**src/rtl/hduart_pkg.sv**
```systemverilog
// Shared types, codes and constants for the half-duplex UART with receive ring.
// No dependencies; every other file except hduart_ram imports this package.
package hduart_pkg;

    // Ring geometry
    localparam int RING_DEPTH = 16;
    localparam int PTR_W      = (RING_DEPTH > 1) ? $clog2(RING_DEPTH) : 1;
    localparam int CFG_LEN_W  = 5;
    localparam int LEN_W      = (PTR_W + 1 > CFG_LEN_W) ? PTR_W + 1 : CFG_LEN_W;

    // Configuration port
    localparam int CFG_IDX_W  = 2;
    localparam int CFG_DATA_W = 8;
    localparam logic [CFG_IDX_W-1:0] CFG_BIT_PERIOD    = 2'd0;
    localparam logic [CFG_IDX_W-1:0] CFG_FIRST_SAMPLE  = 2'd1;
    localparam logic [CFG_IDX_W-1:0] CFG_BUFFER_LENGTH = 2'd2;

    localparam logic [7:0]           BIT_PERIOD_RST    = 8'd104;
    localparam logic [7:0]           FIRST_SAMPLE_RST  = 8'd86;
    localparam logic [CFG_LEN_W-1:0] BUFFER_LENGTH_RST = 5'd16;

    // Command codes on the request channel
    localparam logic [1:0] CMD_TICK = 2'd0;
    localparam logic [1:0] CMD_SEND = 2'd1;
    localparam logic [1:0] CMD_READ = 2'd2;

    // Serial frame bit positions
    localparam logic [3:0] DATA_BITS  = 4'd8;
    localparam logic [3:0] STOP_INDEX = 4'd9;
    localparam logic [3:0] DONE_INDEX = 4'd11;

    // Classified operation handed from front to back
    typedef enum logic [1:0] {
        OP_NONE,
        OP_TICK,
        OP_SEND,
        OP_READ
    } op_kind_t;

    typedef struct packed {
        logic [1:0] command;
        logic       rx_line;
        logic [7:0] tx_byte;
    } req_item_t;

    typedef struct packed {
        logic       tx_line;
        logic       busy_res;
        logic       send_accepted;
        logic       read_valid;
        logic [7:0] read_byte;
    } rsp_item_t;

    typedef struct packed {
        op_kind_t   kind;
        logic       rx_edge;
        logic       rx_line;
        logic [7:0] tx_byte;
    } op_t;

endpackage

```
**src/rtl/hduart_if.sv**
```systemverilog
// Valid/ready channel interfaces for requests and responses.
// Depends on hduart_pkg for the payload structs.
interface hduart_req_if
    import hduart_pkg::*;
();
    logic      valid;
    logic      ready;
    req_item_t data;

    modport source (output valid, output data, input ready);
    modport sink   (input valid, input data, output ready);
endinterface

interface hduart_rsp_if
    import hduart_pkg::*;
();
    logic      valid;
    logic      ready;
    rsp_item_t data;

    modport source (output valid, output data, input ready);
    modport sink   (input valid, input data, output ready);
endinterface

```
**src/rtl/hduart_ram.sv**
```systemverilog
// Generic single-write, single-read RAM with registered read data.
// No dependencies.
module hduart_ram #(
    parameter int WIDTH = 8,
    parameter int DEPTH = 16
) (
    input  logic                                    clk,
    input  logic                                    we,
    input  logic [((DEPTH > 1) ? $clog2(DEPTH) : 1)-1:0] waddr,
    input  logic [WIDTH-1:0]                        wdata,
    input  logic                                    re,
    input  logic [((DEPTH > 1) ? $clog2(DEPTH) : 1)-1:0] raddr,
    output logic [WIDTH-1:0]                        rdata
);
    logic [WIDTH-1:0] mem [DEPTH];

    // write port
    always_ff @(posedge clk)
    begin
        if (we)
        begin
            mem[waddr] <= wdata;
        end
    end

    // registered read port
    always_ff @(posedge clk)
    begin
        if (re)
        begin
            rdata <= mem[raddr];
        end
    end
endmodule

```
**src/rtl/hduart_front.sv**
```systemverilog
// Front end: takes request items, detects rx_line changes, classifies commands.
// Depends on hduart_pkg and hduart_req_if.
module hduart_front
    import hduart_pkg::*;
(
    input  logic          clk,
    input  logic          rst_n,
    hduart_req_if.sink    request,
    output logic          push_valid,
    input  logic          push_ready,
    output op_t           push_op
);
    logic     last_rx_reg;
    logic     accept;
    op_kind_t kind;

    assign accept        = request.valid && push_ready;
    assign request.ready = push_ready;
    assign push_valid    = request.valid;

    // line level seen on the previous item; edges depend only on input order
    always_ff @(posedge clk or negedge rst_n)
    begin
        if (!rst_n)
        begin
            last_rx_reg <= 1'b1;
        end
        else if (accept)
        begin
            last_rx_reg <= request.data.rx_line;
        end
    end

    // command decode
    always_comb
    begin
        unique case (request.data.command)
            CMD_TICK: kind = OP_TICK;
            CMD_SEND: kind = OP_SEND;
            CMD_READ: kind = OP_READ;
            default:  kind = OP_NONE;
        endcase
    end

    assign push_op.kind    = kind;
    assign push_op.rx_edge = request.data.rx_line != last_rx_reg;
    assign push_op.rx_line = request.data.rx_line;
    assign push_op.tx_byte = request.data.tx_byte;
endmodule

```
**src/rtl/hduart_queue.sv**
```systemverilog
// Two-entry queue of classified items between front and back.
// Depends on hduart_pkg.
module hduart_queue
    import hduart_pkg::*;
(
    input  logic clk,
    input  logic rst_n,
    input  logic push_valid,
    output logic push_ready,
    input  op_t  push_op,
    output logic pop_valid,
    input  logic pop_ready,
    output op_t  pop_op
);
    op_t        slot_reg [2];
    logic       wr_ptr_reg;
    logic       rd_ptr_reg;
    logic [1:0] count_reg;
    logic       push;
    logic       pop;

    assign push_ready = count_reg != 2'd2;
    assign pop_valid  = count_reg != 2'd0;
    assign push       = push_valid && push_ready;
    assign pop        = pop_valid && pop_ready;
    assign pop_op     = slot_reg[rd_ptr_reg];

    // storage
    always_ff @(posedge clk)
    begin
        if (push)
        begin
            slot_reg[wr_ptr_reg] <= push_op;
        end
    end

    // pointers and fill count
    always_ff @(posedge clk or negedge rst_n)
    begin
        if (!rst_n)
        begin
            wr_ptr_reg <= 1'b0;
            rd_ptr_reg <= 1'b0;
            count_reg  <= 2'd0;
        end
        else
        begin
            if (push)
            begin
                wr_ptr_reg <= !wr_ptr_reg;
            end
            if (pop)
            begin
                rd_ptr_reg <= !rd_ptr_reg;
            end
            if (push && !pop)
            begin
                count_reg <= count_reg + 2'd1;
            end
            else if (pop && !push)
            begin
                count_reg <= count_reg - 2'd1;
            end
        end
    end
endmodule

```
**src/rtl/hduart_back.sv**
```systemverilog
// Back end: UART state machine, configuration registers, ring pointers,
// ring memory and the response register. Depends on hduart_pkg,
// hduart_rsp_if and hduart_ram.
module hduart_back
    import hduart_pkg::*;
(
    input  logic                  clk,
    input  logic                  rst_n,
    input  logic                  cfg_we,
    input  logic [CFG_IDX_W-1:0]  cfg_index,
    input  logic [CFG_DATA_W-1:0] cfg_wdata,
    input  logic                  pop_valid,
    output logic                  pop_ready,
    input  op_t                   pop_op,
    hduart_rsp_if.source          response
);
    localparam logic [1:0] MODE_IDLE = 2'd0;
    localparam logic [1:0] MODE_TX   = 2'd1;
    localparam logic [1:0] MODE_RX   = 2'd2;

    // configuration
    logic [7:0]           bit_period_reg;
    logic [7:0]           first_sample_reg;
    logic [CFG_LEN_W-1:0] buffer_length_reg;

    // UART state
    logic [1:0]       mode_reg,  mode_next;
    logic [3:0]       bit_idx_reg, bit_idx_next;
    logic [7:0]       shift_reg, shift_next;
    logic [7:0]       timer_reg, timer_next;
    logic             tx_level_reg, tx_level_next;
    logic [PTR_W-1:0] head_reg, head_next;
    logic [PTR_W-1:0] tail_reg, tail_next;

    // response register
    logic out_valid_reg;
    logic busy_reg;
    logic accepted_reg, accepted_next;
    logic read_valid_reg, read_valid_next;
    logic tx_line_reg;

    logic             take;
    logic [LEN_W-1:0] len_cfg;
    logic [LEN_W-1:0] ring_len;
    logic [7:0]       timer_dec;
    logic [3:0]       bit_inc;
    logic             ram_we;
    logic             ram_re;
    logic [7:0]       ram_rdata;

    assign take      = pop_valid && pop_ready;
    assign pop_ready = !out_valid_reg || response.ready;

    // ring length clamped to 2 .. RING_DEPTH
    assign len_cfg  = LEN_W'(buffer_length_reg);
    assign ring_len = (len_cfg < LEN_W'(2)) ? LEN_W'(2) :
                      (len_cfg > LEN_W'(RING_DEPTH)) ? LEN_W'(RING_DEPTH) : len_cfg;

    function automatic logic [PTR_W-1:0] next_index(
        input logic [PTR_W-1:0] idx,
        input logic [LEN_W-1:0] len
    );
        logic [LEN_W-1:0] inc;
        inc = LEN_W'(idx) + LEN_W'(1);
        next_index = (inc >= len) ? '0 : PTR_W'(inc);
    endfunction

    // configuration writes
    always_ff @(posedge clk or negedge rst_n)
    begin
        if (!rst_n)
        begin
            bit_period_reg    <= BIT_PERIOD_RST;
            first_sample_reg  <= FIRST_SAMPLE_RST;
            buffer_length_reg <= BUFFER_LENGTH_RST;
        end
        else if (cfg_we)
        begin
            unique case (cfg_index)
                CFG_BIT_PERIOD:    bit_period_reg    <= cfg_wdata;
                CFG_FIRST_SAMPLE:  first_sample_reg  <= cfg_wdata;
                CFG_BUFFER_LENGTH: buffer_length_reg <= cfg_wdata[CFG_LEN_W-1:0];
                default:           ;
            endcase
        end
    end

    // one item's effect on the UART state
    always_comb
    begin
        mode_next       = mode_reg;
        bit_idx_next    = bit_idx_reg;
        shift_next      = shift_reg;
        timer_next      = timer_reg;
        tx_level_next   = tx_level_reg;
        head_next       = head_reg;
        tail_next       = tail_reg;
        accepted_next   = 1'b0;
        read_valid_next = 1'b0;
        ram_we          = 1'b0;
        ram_re          = 1'b0;
        timer_dec       = timer_reg - 8'd1;
        bit_inc         = bit_idx_reg + 4'd1;

        if (take)
        begin
            // a line change while idle starts reception before the command
            if (mode_reg == MODE_IDLE && pop_op.rx_edge)
            begin
                mode_next    = MODE_RX;
                bit_idx_next = 4'd0;
                shift_next   = 8'd0;
                timer_next   = first_sample_reg;
            end
            timer_dec = timer_next - 8'd1;
            bit_inc   = bit_idx_next + 4'd1;

            unique case (pop_op.kind)
                OP_TICK:
                begin
                    if (mode_next != MODE_IDLE)
                    begin
                        timer_next = (timer_dec == 8'd0) ? bit_period_reg : timer_dec;
                    end
                    if (mode_next == MODE_TX && timer_dec == 8'd0)
                    begin
                        bit_idx_next = bit_inc;
                        if (bit_inc <= DATA_BITS)
                        begin
                            tx_level_next = shift_next[0];
                            shift_next    = {1'b0, shift_next[7:1]};
                        end
                        else if (bit_inc == STOP_INDEX)
                        begin
                            tx_level_next = 1'b1;
                        end
                        else if (bit_inc >= DONE_INDEX)
                        begin
                            mode_next    = MODE_IDLE;
                            bit_idx_next = 4'd0;
                        end
                    end
                    else if (mode_next == MODE_RX && timer_dec == 8'd0)
                    begin
                        if (bit_idx_next < DATA_BITS)
                        begin
                            shift_next   = {pop_op.rx_line, shift_next[7:1]};
                            bit_idx_next = bit_inc;
                        end
                        else
                        begin
                            // stop slot: store byte, drop oldest when full
                            ram_we    = 1'b1;
                            head_next = next_index(head_reg, ring_len);
                            if (head_next == tail_reg)
                            begin
                                tail_next = next_index(tail_reg, ring_len);
                            end
                            mode_next    = MODE_IDLE;
                            bit_idx_next = 4'd0;
                        end
                    end
                end
                OP_SEND:
                begin
                    if (mode_next == MODE_IDLE)
                    begin
                        mode_next     = MODE_TX;
                        shift_next    = pop_op.tx_byte;
                        bit_idx_next  = 4'd0;
                        timer_next    = bit_period_reg;
                        tx_level_next = 1'b0;
                        accepted_next = 1'b1;
                    end
                end
                OP_READ:
                begin
                    if (head_reg != tail_reg)
                    begin
                        ram_re          = 1'b1;
                        tail_next       = next_index(tail_reg, ring_len);
                        read_valid_next = 1'b1;
                    end
                end
                default: ;
            endcase
        end
    end

    // state registers
    always_ff @(posedge clk or negedge rst_n)
    begin
        if (!rst_n)
        begin
            mode_reg     <= MODE_IDLE;
            bit_idx_reg  <= 4'd0;
            shift_reg    <= 8'd0;
            timer_reg    <= 8'd0;
            tx_level_reg <= 1'b1;
            head_reg     <= '0;
            tail_reg     <= '0;
        end
        else
        begin
            mode_reg     <= mode_next;
            bit_idx_reg  <= bit_idx_next;
            shift_reg    <= shift_next;
            timer_reg    <= timer_next;
            tx_level_reg <= tx_level_next;
            head_reg     <= head_next;
            tail_reg     <= tail_next;
        end
    end

    // response register; holds while the sink stalls
    always_ff @(posedge clk or negedge rst_n)
    begin
        if (!rst_n)
        begin
            out_valid_reg <= 1'b0;
        end
        else if (pop_ready)
        begin
            out_valid_reg <= take;
        end
    end

    always_ff @(posedge clk)
    begin
        if (take)
        begin
            tx_line_reg    <= tx_level_next;
            busy_reg       <= mode_next != MODE_IDLE;
            accepted_reg   <= accepted_next;
            read_valid_reg <= read_valid_next;
        end
    end

    // ring storage; read data lines up with the response register
    hduart_ram #(
        .WIDTH (8),
        .DEPTH (RING_DEPTH)
    ) u_ring (
        .clk   (clk),
        .we    (ram_we),
        .waddr (head_reg),
        .wdata (shift_reg),
        .re    (ram_re),
        .raddr (tail_reg),
        .rdata (ram_rdata)
    );

    assign response.valid              = out_valid_reg;
    assign response.data.tx_line       = tx_line_reg;
    assign response.data.busy_res      = busy_reg;
    assign response.data.send_accepted = accepted_reg;
    assign response.data.read_valid    = read_valid_reg;
    assign response.data.read_byte     = read_valid_reg ? ram_rdata : 8'd0;
endmodule

```
**src/rtl/half_duplex_uart_with_rx_ring_unit.sv**
```systemverilog
// Channel    | Direction | Payload
// request    | in        | command, rx_line, tx_byte
// response   | out       | tx_line, busy_res, send_accepted, read_valid, read_byte
// cfg port   | in        | cfg_we, cfg_index, cfg_wdata (write only)
//
// One item per clock sustained while the response is not stalled; a request,
// once accepted, is held in the queue and then passes through the back end
// into the response register. The state update in the back end sets that
// rate. Reset clears control state and the ring pointers; ring contents stay
// undefined until written. While the response stalls, the two-entry queue
// takes up to two more items, then request.ready drops.
//
// Top level of the half-duplex UART with receive ring.
// Depends on hduart_pkg, hduart_if, hduart_front, hduart_queue, hduart_back.
module half_duplex_uart_with_rx_ring_unit
    import hduart_pkg::*;
(
    input  logic                  clk,
    input  logic                  rst_n,
    input  logic                  cfg_we,
    input  logic [CFG_IDX_W-1:0]  cfg_index,
    input  logic [CFG_DATA_W-1:0] cfg_wdata,
    hduart_req_if.sink            request,
    hduart_rsp_if.source          response
);
    logic push_valid;
    logic push_ready;
    op_t  push_op;
    logic pop_valid;
    logic pop_ready;
    op_t  pop_op;

    hduart_front u_front (
        .clk        (clk),
        .rst_n      (rst_n),
        .request    (request),
        .push_valid (push_valid),
        .push_ready (push_ready),
        .push_op    (push_op)
    );

    hduart_queue u_queue (
        .clk        (clk),
        .rst_n      (rst_n),
        .push_valid (push_valid),
        .push_ready (push_ready),
        .push_op    (push_op),
        .pop_valid  (pop_valid),
        .pop_ready  (pop_ready),
        .pop_op     (pop_op)
    );

    hduart_back u_back (
        .clk       (clk),
        .rst_n     (rst_n),
        .cfg_we    (cfg_we),
        .cfg_index (cfg_index),
        .cfg_wdata (cfg_wdata),
        .pop_valid (pop_valid),
        .pop_ready (pop_ready),
        .pop_op    (pop_op),
        .response  (response)
    );

`ifndef NO_ASSERTIONS
    // an accepted send drives the start bit and marks the block busy
    a_send_start: assert property (@(posedge clk) disable iff (!rst_n)
        response.valid && response.data.send_accepted
        |-> !response.data.tx_line && response.data.busy_res)
        else $error("accepted send without start bit or busy");

    // an idle block leaves the transmit line high
    a_idle_high: assert property (@(posedge clk) disable iff (!rst_n)
        response.valid && !response.data.busy_res |-> response.data.tx_line)
        else $error("tx line low while idle");

    // an item taken by the back end shows up as a response next cycle
    a_back_result: assert property (@(posedge clk) disable iff (!rst_n)
        pop_valid && pop_ready |=> response.valid)
        else $error("back end lost an item");

    // send and read results never appear on the same item
    a_one_kind: assert property (@(posedge clk) disable iff (!rst_n)
        response.valid && response.data.send_accepted |-> !response.data.read_valid)
        else $error("send and read flagged together");
`endif
endmodule
```
**src/flat_wrapper.sv**
```systemverilog
// flat-port wrapper written by rule: the top's interface ports become plain ports
module half_duplex_uart_with_rx_ring_unit_flat import hduart_pkg::*;
  (clk, rst_n, cfg_we, cfg_index, cfg_wdata, request_valid, request_data, request_ready, response_valid, response_data, response_ready);
  hduart_req_if request_i ();
  hduart_rsp_if response_i ();
  input  logic clk;
  input  logic rst_n;
  input  logic cfg_we;
  input  logic [CFG_IDX_W-1:0] cfg_index;
  input  logic [CFG_DATA_W-1:0] cfg_wdata;
  input wire logic [$bits(request_i.valid)-1:0] request_valid;
  input wire logic [$bits(request_i.data)-1:0] request_data;
  output wire logic [$bits(request_i.ready)-1:0] request_ready;
  output wire logic [$bits(response_i.valid)-1:0] response_valid;
  output wire logic [$bits(response_i.data)-1:0] response_data;
  input wire logic [$bits(response_i.ready)-1:0] response_ready;
  assign request_i.valid = request_valid;
  assign request_i.data = request_data;
  assign request_ready = request_i.ready;
  assign response_valid = response_i.valid;
  assign response_data = response_i.data;
  assign response_i.ready = response_ready;
  half_duplex_uart_with_rx_ring_unit u_core (.clk(clk), .rst_n(rst_n), .cfg_we(cfg_we), .cfg_index(cfg_index), .cfg_wdata(cfg_wdata), .request(request_i), .response(response_i));
endmodule
```
**config.mk**
```make
export PLATFORM = sky130hd
export DESIGN_NAME = half_duplex_uart_with_rx_ring_unit_flat
export DESIGN_NICKNAME = d
export VERILOG_FILES = /design/src/rtl/hduart_pkg.sv /design/src/rtl/hduart_if.sv /design/src/rtl/hduart_ram.sv /design/src/rtl/hduart_front.sv /design/src/rtl/hduart_queue.sv /design/src/rtl/hduart_back.sv /design/src/rtl/half_duplex_uart_with_rx_ring_unit.sv /design/src/flat_wrapper.sv
export SDC_FILE = /design/constraint.sdc
export NUM_CORES = 1
export LEC_CHECK = 0
export BUFFER_PORTS_ARGS = -buffer_cell sky130_fd_sc_hd__buf_2
export CAP_MARGIN = 20
export CORE_MARGIN = 5
export CORE_UTILIZATION = 30
export DETAILED_ROUTE_END_ITERATION = 16
export PLACE_DENSITY = 0.5
export SETUP_SLACK_MARGIN = 0.15
export SYNTH_ARGS = -nofsm -noshare
export SYNTH_HDL_FRONTEND = slang
export SYNTH_SLANG_ARGS = --single-unit
```
**constraint.sdc**
```tcl
create_clock -name clk -period 8.8 [get_ports clk]
set_input_delay 0.88 -clock clk [delete_from_list [all_inputs] [get_ports clk]]
set_output_delay 0.88 -clock clk [all_outputs]
set_load 0.02 [all_outputs]
```
Word-level counts from Yosys, hierarchy flattened
Memories as Yosys holds them, arrays and structs flattened. A register that Yosys moved wholly into a read port is not among the register bits. Cells that the tools add are included.

Order comparisons: 7. Multiplexer cells: 67. Bitwise operators: 2. Reduce and logical (&&, ||, !) cells: 28. $add $sub $neg: 6. Eq/ne operators: 19.

Operator list (count): $mux W8 (12); $mux W4 (16); $pmux W8 S2 (2); $mux W2 (12); $mux W1 (18); $pmux W4 S2 (2); $ne A2 B2 Y1 const B (6); $add A4 B1 Y5 const B (2); $eq A2 B2 Y1 const B (5); $ge A5 B5 Y1 (2); $mux W5 (2); $reduce_bool A2 Y1 (5); $eq A2 B1 Y1 const B (4); $logic_not A2 Y1 (4); $logic_not A8 Y1 (1); $sub A8 B1 Y8 const B (1); $logic_and A1 B1 Y1 (7); $reduce_and A7 Y1 (1); $pmux W2 S3 (1); $reduce_and A2 Y1 (3); $gt A5 B5 Y1 const B (1); $logic_not A1 Y1 (5); $lt A5 B2 Y1 const B (1); $reduce_and A5 Y1 (1); 14 further kinds (15).

Memory bits (writable): 152. Memories: 2. Register bits: 62.

Memories: u_core.u_back.u_ring.mem (depth 16, width 8, read ports 1, clocked after Yosys merged registers in 1, write ports 1, RTL line hduart_ram.sv:15) `logic [WIDTH-1:0] mem [DEPTH];`; u_core.u_queue.slot_reg (depth 2, width 12, read ports 1, clocked after Yosys merged registers in 0, write ports 1, RTL line hduart_queue.sv:15) `op_t slot_reg [2];`.

Logic depth before layout (Yosys ltp)
Gate-level depths: netlist of run 1.

Word-level depth: 13. Depth in mapped cells: 15. Depth with buffers taken out: 12.

By module
A second synthesis of run 1 with hierarchy kept.

Cell total of the unflattened synthesis: 753. Area, all modules: 10632.7 sq um.

Modules (own cells, without submodules): hduart_ram (area an instance 5227.5 sq um, cells each 229, instances 1); hduart_back (area an instance 4151.5 sq um, cells each 449, instances 1); hduart_queue (area an instance 1078.5 sq um, cells each 55, instances 1); hduart_front (area an instance 175.2 sq um, cells each 20, instances 1).

Worst setup path before layout of run 1
OpenSTA, ideal clock, no wires.

Kind: register -> register. From: reg u_core.u_back.mode_reg[0]. To: mem u_core.u_back.u_ring.mem[3][0] (enable). Path buffers: 3. Stages on the path, launching flop included: 14. Data required time: 8405 ps. Slack: 4407 ps. Setup time: 395 ps. Data arrival time: 3999 ps. Cell sequence: dfrtp_1 -> or2_1 -> clkbuf_1 -> nor2_2 -> clkbuf_1 -> mux2i_1 -> ha_1 -> and4_1 -> a221oi_1 -> a2111oi_4 -> nand3_2 -> or3_1 -> buf_2 -> nor4_1.

Longest elaborated chain between the ends: 13. Elaborated cells between the ends (all ways): 22. Those cells by class: add/sub: 1; order compare: 1; eq/ne: 2; mux: 13; reduce/logical: 5.

Ends and longest elaborated chain: start, declared (RTL line hduart_back.sv:27) `logic [1:0] mode_reg, mode_next;`; start signal, assigned (RTL line hduart_back.sv:205) `mode_reg <= mode_next;`; $logic_not A2 Y1 (RTL line hduart_back.sv:108) `if (mode_reg == MODE_IDLE && pop_op.rx_edge)`; $logic_and A1 B1 Y1 (RTL line hduart_back.sv:108); $mux W8 (RTL line hduart_back.sv:108); $mux W8 (RTL line hduart_back.sv:105) `if (take)`; $sub A8 B1 Y8 (RTL line hduart_back.sv:115) `timer_dec = timer_next - 8'd1;`; $logic_not A8 Y1 (RTL line hduart_back.sv:125, hduart_back.sv:143); $logic_and A1 B1 Y1 (RTL line hduart_back.sv:143) `else if (mode_next == MODE_RX && timer_dec == 8'd0)`; $mux W1 (RTL line hduart_back.sv:143); $mux W1 * (RTL line hduart_back.sv:125) `if (mode_next == MODE_TX && timer_dec == 8'd0)`; $mux W1 * (RTL line hduart_back.sv:118) `unique case (pop_op.kind)`; $mux W1 * (RTL line hduart_back.sv:105); $mux W1 * (RTL line hduart_ram.sv:20) `if (we)`; $mux W1 (not written as such) * (RTL line hduart_ram.sv:22) `mem[waddr] <= wdata;`; end, declared (RTL line hduart_ram.sv:15).

Mark *: on every way between the ends. The rest lies on a longest branch, timed or not. The select of a mux whose other input is x is not followed.

Final worst setup path of run 1
From: reg u_core.u_queue.rd_ptr_reg. To: mem u_core.u_back.u_ring.mem[4][5] (enable).

Longest elaborated chain between the ends: 13. Elaborated cells between the ends (all ways): 23. Those cells by class: add/sub: 1; order compare: 1; eq/ne: 3; mux: 13; reduce/logical: 4; memory: 1.

Ends and longest elaborated chain: start, declared (RTL line hduart_queue.sv:17) `logic rd_ptr_reg;`; start signal, assigned (RTL line hduart_queue.sv:54) `rd_ptr_reg <= !rd_ptr_reg;`; $mem_v2 Z2 W12 *; $logic_and A1 B1 Y1 (RTL line hduart_back.sv:108); $mux W8 (RTL line hduart_back.sv:108); $mux W8 (RTL line hduart_back.sv:105); $sub A8 B1 Y8 (RTL line hduart_back.sv:115); $logic_not A8 Y1 (RTL line hduart_back.sv:125, hduart_back.sv:143); $logic_and A1 B1 Y1 (RTL line hduart_back.sv:143); $mux W1 (RTL line hduart_back.sv:143); $mux W1 (RTL line hduart_back.sv:125); $mux W1 * (RTL line hduart_back.sv:118); $mux W1 * (RTL line hduart_back.sv:105); $mux W1 * (RTL line hduart_ram.sv:20); $mux W1 (not written as such) * (RTL line hduart_ram.sv:22).

Marked as above.

==> out/metrics.cfg, run 1 <==
[placement]
dp.cells = 1281
io_buffers = 39
place_area_mm2 = 0.0113
place_worst_setup_slack_ns = 3.71
dp_hpwl_mm = 17.6
gp_congestion = 0.818

[worst_setup_path]
worstPathMaxFanout = 14
r2r-end = u_core.u_back.u_ring.mem[4][5]
required_ns = 8.99
r2r_setup_slack_ns = 3.70
crit_type = reg -> reg
cpLargestDelayFamily = simple AND/OR/NAND/NOR gates
cp.arrival_ns = 5.29
crit_chain = mux2i_4 > nor2_2 > mux2i_1 > ha_1 > and4_1 > a221oi_1 > a2111oi_4 > nand3_2 > or3_1 > nor3b_2 > and2_1
critPathLaunchType = register
crit_buf_inv = 0
cp-end-kind = register
rr_startpoint = u_core.u_queue.rd_ptr_reg
cp_slowest_cell = dfrtp_1
max_stage_delay_ns = 0.84
ff2ff_path_depth = 11

[clock_network]
tritoncts = yes
htreeDepth = 1
path_clk_slew_ns = 0.06
cts.path.max_buffers = 3
post_cts_buffers = 0
hold_buffers = 0
cts.sinks = 222
clk_latency_ns = 0.53
cts_root_buf = clkbuf_16
ctsResizeCount = 0
cts_inserted_buffers = 25

[sta]
tns_ns = 0
period_share = 0.579
timing.final.ws_setup_ns = 3.70
rsz0062_at_grt = no
hold_viol_final = 0
worst_pin_slew_ns = 0.976
finClkSkew_ns = 0.0139
period_minus_slack_ns = 5.10
finalMaxSlewViolations = 0
relSlewSlack = 0.350
hold_slack_ns = 0.490
setup-violations-final = 0
fmax_mhz = 196

[yosys]
synth_ff_type = edfxtp_1
ys_async_sr_fraction = 0.261
yosys.cell_types.count = 75
yosys_warnings = 0
synthXorXnorAreaFrac = 0.0189
synth_compound_area_frac = 0.113
synth_mux_area_frac = 0.111
synth_nets = 867
syn_inst = 813
netlist_area_mm2 = 0.0106
ys_seq_area_frac = 0.601
synthSimpleGateAreaFrac = 0.0954
synth_edf_count = 164
ys_ff_latch = 222
syn_area_per_cell_um2 = 13.1
synthAdderAreaFrac = 0.0329
synth_top_family_by_area = compound AO/OA/AOI/OAI gates

[die]
initial_utilization = 0.301
die_height_um = 198
core-area_mm2 = 0.0353
ios = 40
die_x_um = 198
num_rows = 69
die_area_mm2 = 0.0393

[grt]
grtUsageTotal = 0.131
grt_pass1_vias = 6763
grt_pass1_wl_mm = 40.5
grt_antenna_before_repair = 0
grt-ovfl-total = 0
grt_max_degree = 59

[run_status]
outcome = complete, no violations

[cells_and_area]
n_antenna_cell = 0
fin_cells = 1328
area_delta_synth_final_pct = 14.1
largest_reg_flops = 128
final_util = 0.344
layout.nets = 903
drive_above_1_share = 0.196
stdcell_area_mm2 = 0.0121

[detailed_routing]
dr.pass1.iters = 5
wl_per_cell_um = 19.7
wirelength_mm = 26.2
drtAntennaViolNets = 0
first_iter_violations = 474
via_count = 6726
drc_errors = 0
via_per_inst = 5.06

[min_path]
holdPathStages = 1
min_to = u_core.u_queue.wr_ptr_reg
hp-class = reg -> reg
min_from = u_core.u_queue.wr_ptr_reg

[pwr]
p_per_area_mw_per_mm2 = 314
p_leak_nw = 4.41
vdd.ir_drop.worst_uv = 169
power.total_mw = 3.81

[flow_run]
max_cap_violations = 0

-- cell families after synthesis --
family                     Yosys count
DFF                                222
and+or+nand+nor                    203
AOI/OAI and AO/OA                  174
muxes                               92
buffers and inverters               71
adders and majority gates           28
xor gates and xnor gates            23
-- where the power goes --
part,switching (mW),internal (mW),leakage [nW]
Combinational,0.735,0.487,1.79
Clock,0.412,0.628,0.405
Sequential,0.213,1.33,2.21
Total,1.36,2.45,4.41
-- cells in the final DEF, fill, tap and decap left out, types with 8 or more instances in the layout --
master	instances
edfxtp_1	164
nand2_1	64
o21ai_0	49
nor2_1	49
dfrtp_1	47
mux2i_1	39
buf_2	39
mux2_2	34
a21oi_1	29
inv_1	28
ha_1	28
clkbuf_16	25
and2_1	20
mux4_2	16
a221oi_1	15
buf_4	13
a22oi_1	12
xor2_1	12
nand2b_1	11
xnor2_1	11
dfstp_2	10
nand3_1	9
nor3_1	8
nor4_1	8
-- cell usage after synthesis, types with 3 or more instances --
cell / number / share of area
edfxtp_1: 164 / 0.46
nand2_1: 64 / 0.023
nor2_1: 49 / 0.017
o21ai_0: 49 / 0.023
dfrtp_1: 48 / 0.11
mux2i_1: 39 / 0.037
mux2_2: 34 / 0.036
clkbuf_1: 33 / 0.012
a21oi_1: 29 / 0.014
ha_1: 28 / 0.033
inv_1: 28 / 0.0099
and2_1: 20 / 0.012
mux4_2: 16 / 0.034
a221oi_1: 15 / 0.012
a22oi_1: 12 / 0.0085
xor2_1: 12 / 0.0099
nand2b_1: 11 / 0.0065
xnor2_1: 11 / 0.0091
dfstp_2: 10 / 0.025
nand3_1: 9 / 0.0042
nor3_1: 8 / 0.0038
nor4_1: 8 / 0.0047
a31oi_1: 7 / 0.0041
o211ai_1: 7 / 0.0049
a221o_1: 6 / 0.0056
and3_1: 5 / 0.0029
nor2b_1: 5 / 0.0029
a31o_2: 4 / 0.0033
a32oi_1: 4 / 0.0033
buf_4: 4 / 0.0028
or3_1: 4 / 0.0024
a211o_1: 3 / 0.0025
a211oi_1: 3 / 0.0021
a21o_1: 3 / 0.0021
a22o_1: 3 / 0.0025
nor3b_1: 3 / 0.0021
o21a_1: 3 / 0.0021
o22ai_1: 3 / 0.0018
-- worst max-delay path by stage --
stage | start | end | cells past startpoint | slack, ns
floorplan | u_core.u_back.mode_reg[0] | u_core.u_back.u_ring.mem[3][0] | 13 | 4.41
global placement | u_core.u_queue.rd_ptr_reg | u_core.u_back.u_ring.mem[7][6] | 11 | 3.80
detailed placement | u_core.u_queue.rd_ptr_reg | u_core.u_back.u_ring.mem[7][2] | 11 | 3.71
CTS | u_core.u_queue.rd_ptr_reg | u_core.u_back.u_ring.mem[7][2] | 11 | 3.70
global route | u_core.u_queue.rd_ptr_reg | u_core.u_back.u_ring.mem[10][6] | 11 | 3.34
finish | u_core.u_queue.rd_ptr_reg | u_core.u_back.u_ring.mem[4][5] | 11 | 3.70
-- worst reg2reg max path: stages (launching register included) --
cell       delay [ns]
dfrtp_1          0.84
mux2i_4          0.24
nor2_2           0.67
mux2i_1          0.45
ha_1             0.36
and4_1           0.22
a221oi_1         0.07
a2111oi_4        0.39
nand3_2          0.23
or3_1            0.55
nor3b_2          0.32
and2_1           0.42
-- layout make-up --
cell class / count / area, um^2
multi-input cells: 520 / 3950
clock inverters: 13 / 154
flip-flops and latches: 222 / 6390
inverters: 28 / 105
well taps: 461 / 577
fillers: 3431 / 23200
repair buffers: 52 / 293
clock buffers: 32 / 672
-- metal layers --
metal	wire length, um	track usage	vias up
met4	535	0.0319	0
met1	11200	0.170	3360
li1	-	-	3158
met3	1150	0.0223	34
met2	13200	0.230	174
met5	0	0	-
(Power assumes the default switching activity.)
==> run 2, diff against run 1 <==
- PLACE_DENSITY: 0.5 -> 0.51
- clock period: 8.8 -> 4.2 ns (I/O delays scaled with it)
==> run 2 against run 1 <==
Highest routed layer unchanged. Sequential cell count unchanged. Worst setup slack worse by 3.2 ns. Maximum frequency up 37%. Via count up 0.82%. Total power up 110%. Clock skew down 0.0069 ns.
==> out/metrics.cfg, run 2 (synthesis gave the netlist of run 1 again) <==
[worst_setup_path]
r2r-end = u_core.u_back.u_ring.mem[8][5]
rr_startpoint = u_core.u_queue.rd_ptr_reg
startpoint = u_core.u_queue.rd_ptr_reg
ff2ff_path_depth = 11
critPathLaunchType = register
r2r_setup_slack_ns = 0.47
worstPathMaxFanout = 8
cp-end-kind = register
required_ns = 4.41
cp.arrival_ns = 3.94
endpoint = u_core.u_back.u_ring.mem[8][5]
crit_type = reg -> reg

[sta]
setup-violations-final = 0
worst_pin_slew_ns = 1.00
finClkSkew_ns = 0.00705
period_minus_slack_ns = 3.73
rsz0062_at_grt = no
relSlewSlack = 0.329
finalMaxSlewViolations = 0
tns_ns = 0
hold_viol_final = 0
fmax_mhz = 268
period_share = 0.889

[cells_and_area]
fin_cells = 1346
final_cell_mix = edfxtp_1, nand2_1, o21ai_0, nor2_1, dfrtp_1
layout_commonest_cell = edfxtp_1
area_delta_synth_final_pct = 15.6
drive_above_1_share = 0.229
layout.nets = 922
fillers = 3465
n_antenna_cell = 0
largest_reg_flops = 128

[die]
die_area_mm2 = 0.0393
die_height_um = 198
die_x_um = 198
num_rows = 69
ios = 40
core-area_mm2 = 0.0353
initial_utilization = 0.301

[placement]
dp_hpwl_mm = 18.1
io_buffers = 39
gp_congestion = 0.868
dp.cells = 1300

[detailed_routing]
via_per_inst = 5.04
wirelength_mm = 25.8
dr.pass1.iters = 5
wl_per_cell_um = 19.2
first_iter_violations = 527
via_count = 6781
drc_errors = 0
drtAntennaViolNets = 0

[grt]
grtUsageTotal = 0.130
grt_pass1_vias = 6807
busiest_layer = met2
grt-ovfl-total = 0
grt_pass1_wl_mm = 40.0
use_met1 = 0.181
grt_max_degree = 41
grt_util_met3 = 0.0174
use_met2 = 0.216
grt_antenna_before_repair = 1

[min_path]
holdPathStages = 1
hp-class = in -> reg

[clock_network]
clk_latency_ns = 0.52
htreeDepth = 1
cts_inserted_buffers = 25
path_clk_slew_ns = 0.06
cts.path.max_buffers = 3
tritoncts = yes
cts.sinks = 222
cts_root_buf = clkbuf_16

[pwr]
p_per_area_mw_per_mm2 = 653
vdd.ir_drop.worst_uv = 480
p_leak_nw = 4.49

[flow_run]
max_cap_violations = 0

[run_status]
outcome = complete, no violations

-- run 2: cell count changes in the layout (fill, tap and decap cells not counted), sizes merged --
cell / change
dlygate4sd3: +1
clkinv: -1
clkbuf: -2
buf: +18
clkinvlp: +2
-- run 2: worst min-delay path by stage --
stage	from	to	slack, ns
floorplan	rst_n	u_core.u_back.bit_idx_reg[0]	0.12
global placement	u_core.u_queue.wr_ptr_reg	u_core.u_queue.wr_ptr_reg	0.49
detailed placement	u_core.u_queue.wr_ptr_reg	u_core.u_queue.wr_ptr_reg	0.48
CTS	request_data[0]	u_core.u_queue.slot_reg[0][0]	0.07
global route	request_data[0]	u_core.u_queue.slot_reg[0][0]	0.07
finish	request_data[0]	u_core.u_queue.slot_reg[0][0]	0.09
-- run 2: where the power goes --
| group | internal, mW | switching, mW | leakage [nW] | total (mW) |
|---|---|---|---|---|
| clock network | 1.28 | 0.845 | 0.386 | 2.12 |
| registers | 2.79 | 0.434 | 2.21 | 3.23 |
| logic | 1.10 | 1.58 | 1.89 | 2.68 |
-- run 2: worst max-delay path, stage by stage, from the launching register on --
cell,delay [ns]
dfrtp_1,0.41
mux2i_4,0.21
nor2_2,0.24
mux2i_2,0.36
ha_2,0.32
and2_1,0.14
a221oi_1,0.12
a2111oi_4,0.26
nand3_2,0.19
or3_1,0.56
nor3b_2,0.30
and2_2,0.31
-- run 2: layout make-up --
type | instances | area (um^2) | share of cell area
clock buffers | 30 | 644 | 0.0524
clock inverters | 14 | 155 | 0.0126
inverters | 28 | 105 | 0.00854
multi-input cells | 520 | 3990 | 0.324
flip-flops and latches | 222 | 6390 | 0.519
well taps | 461 | 577 | 0.0469
repair buffers | 71 | 438 | 0.0356
-- run 2: layer usage --
layer / share of wire / wire length (um)
met5: 0 / 0
met4: 0.019 / 483
met3: 0.046 / 1170
met2: 0.48 / 12400
met1: 0.45 / 11700
-- run 2: what timing repair did --
action	CTS	global route
hold endpoints to repair	25	0
resized for setup	0	10
buffers inserted	0	0
hold buffers	1	0
endpoints found under the setup margin	0	64
-- run 2: stage by stage --
step	hold WS (ns)	utilization	power (mW)	setup WS (ns)	instance area [um^2]
6_report	0.0925	0.348	8.03	0.467	12300
4_1_cts	0.0693	0.348	8.10	0.218	12300
5_1_grt	0.0670	0.348	8.50	0.172	12300
2_1_floorplan	0.124	-	5.04	0.132	10700
3_3_place_gp	0.488	0.325	5.94	0.329	11500
3_5_place_dp	0.484	0.325	5.94	0.239	11500
==> run 3, diff against run 2 <==
- CORE_UTILIZATION: 30 -> 55
- PLACE_DENSITY: 0.51 -> 0.8
==> run 3 against run 2 <==
Clock-buffer cell count rose by 2. Clock power about the same. Wire length down 6.6%.
==> out/metrics.cfg, run 3 (synthesis gave the netlist of run 1 again) <==
[run_status]
outcome = complete, no violations

[worst_setup_path]
cp.arrival_ns = 3.97
r2r_setup_slack_ns = 0.43
worstPathMaxFanout = 11
cp-end-kind = register
startpoint = u_core.u_back.mode_reg[1]
rr_startpoint = u_core.u_back.mode_reg[1]
crit_chain = or2_1 > nor2_2 > mux2i_2 > ha_2 > and4_1 > a221oi_1 > a2111oi_4 > nand3_2 > or3_4 > nor3b_2 > and2_2
critPathLaunchType = register
required_ns = 4.40
r2r-end = u_core.u_back.u_ring.mem[9][7]
crit_type = reg -> reg
cp_slowest_cell = or3_4
max_stage_delay_ns = 0.50
ff2ff_path_depth = 11

[min_path]
hp-class = in -> async

[cells_and_area]
drive_above_1_share = 0.229
final_util = 0.638
area_delta_synth_final_pct = 13.3
n_antenna_cell = 0
layout_commonest_cell = edfxtp_1
largest_reg_flops = 128
layout.nets = 917
final_cell_mix = edfxtp_1, nand2_1, o21ai_0
fillers = 1405
fin_cells = 1141

[pwr]
vdd.ir_drop.worst_uv = 528
clkPwrFrac = 0.270
switching_share = 0.350
power.switching_mw = 2.79
seqPwrFrac = 0.404
comb_power_share = 0.326
p_leak_nw = 4.49
p_per_area_mw_per_mm2 = 662
p_int_mw = 5.18

[placement]
dp.cells = 1096
gp_congestion = 0.907
dp_hpwl_mm = 16.2
io_buffers = 39

[grt]
grt-ovfl-total = 0
grt_antenna_before_repair = 0
grtUsageTotal = 0.219
grt_pass1_wl_mm = 38.2
grt_max_degree = 59
grt_pass1_vias = 6904

[detailed_routing]
drc_errors = 0
drtAntennaViolNets = 0
first_iter_violations = 630
dr.pass1.iters = 6
via_per_inst = 6.09
via_count = 6950
wirelength_mm = 24.1
wl_per_cell_um = 21.1

[sta]
period_share = 0.897
hold_viol_final = 0
rsz0062_at_grt = no
finClkSkew_ns = 0.0206
worst_pin_slew_ns = 0.934
finalMaxSlewViolations = 0
relSlewSlack = 0.373
fmax_mhz = 265
period_minus_slack_ns = 3.77
tns_ns = 0
setup-violations-final = 0

[clock_network]
htreeDepth = 1
path_clk_slew_ns = 0.06
cts_root_buf = clkbuf_16
cts.path.max_buffers = 3
tritoncts = yes
hold_buffers = 0
cts.sinks = 222
clk_latency_ns = 0.52
post_cts_buffers = 0
cts_inserted_buffers = 24

[die]
die_area_mm2 = 0.0222
ios = 40
die_height_um = 149
die_x_um = 149
num_rows = 50
core-area_mm2 = 0.0189
initial_utilization = 0.563

[flow_run]
max_cap_violations = 0

[run 3: final cells by class]
class	instances	area [um^2]	share of cell area
sequential	222	6390	0.530
multi-input combinational	520	4000	0.332
clock buffer	32	672	0.0558
timing repair buffer	67	405	0.0336
tap	260	325	0.0270
clock inverter	12	151	0.0126
inverter	28	105	0.00872
[run 3: how the worst max path moves through the flow]
stage / slack (ns) / depth (start not counted) / end
2_1_floorplan: 0.13 / 13 / u_core.u_back.u_ring.mem[0][0]
3_3_place_gp: 0.27 / 11 / u_core.u_back.u_ring.mem[11][3]
3_5_place_dp: 0.12 / 11 / u_core.u_back.u_ring.mem[9][1]
4_1_cts: 0.15 / 11 / u_core.u_back.u_ring.mem[8][4]
5_1_grt: 0.19 / 11 / u_core.u_back.u_ring.mem[9][7]
6_report: 0.43 / 11 / u_core.u_back.u_ring.mem[9][7]
[run 3: routing by layer]
layer / routed length, um / track usage / part of all wire
met5: 0 / 0 / 0
met4: 744 / 0.0645 / 0.031
met3: 1590 / 0.0371 / 0.066
met2: 12000 / 0.378 / 0.50
met1: 9750 / 0.287 / 0.40
[run 3: power by group through the flow]
stage / sequential (mW) / combinational (mW) / clock [mW]
finish: 3.22 / 2.60 / 2.15
global route: 3.26 / 2.84 / 2.29
CTS: 3.22 / 2.57 / 2.18
detailed placement: 3.26 / 2.54 / 0
global placement: 3.24 / 2.49 / 0
floorplan: 3.02 / 2.02 / 0
[run 3: timing repair]
item | in CTS | in global routing
resized for setup | 3 | 9
pin swaps | 0 | 0
setup endpoints to repair | 20 | 74
[run 3: critical path: cells and delay by family (launching register included)]
| kind | cells | cell delay (ns) |
|---|---|---|
| adders and majority gates | 1 | 0.32 |
| muxes | 1 | 0.34 |
| and+or+nand+nor | 7 | 1.98 |
| DFF | 1 | 0.49 |
| AOI/OAI and AO/OA | 2 | 0.33 |
[run 3: per-stage QoR]
step | setup WS (ns) | instance area [um^2] | hold WS, ns | total power [mW]
6_report | 0.432 | 12000 | 0.0515 | 7.97
3_5_place_dp | 0.124 | 11200 | 0.490 | 5.80
3_3_place_gp | 0.274 | 11200 | 0.475 | 5.73
4_1_cts | 0.151 | 12000 | 0.0781 | 7.96
5_1_grt | 0.190 | 12000 | 0.0763 | 8.39
2_1_floorplan | 0.132 | 10700 | 0.124 | 5.04
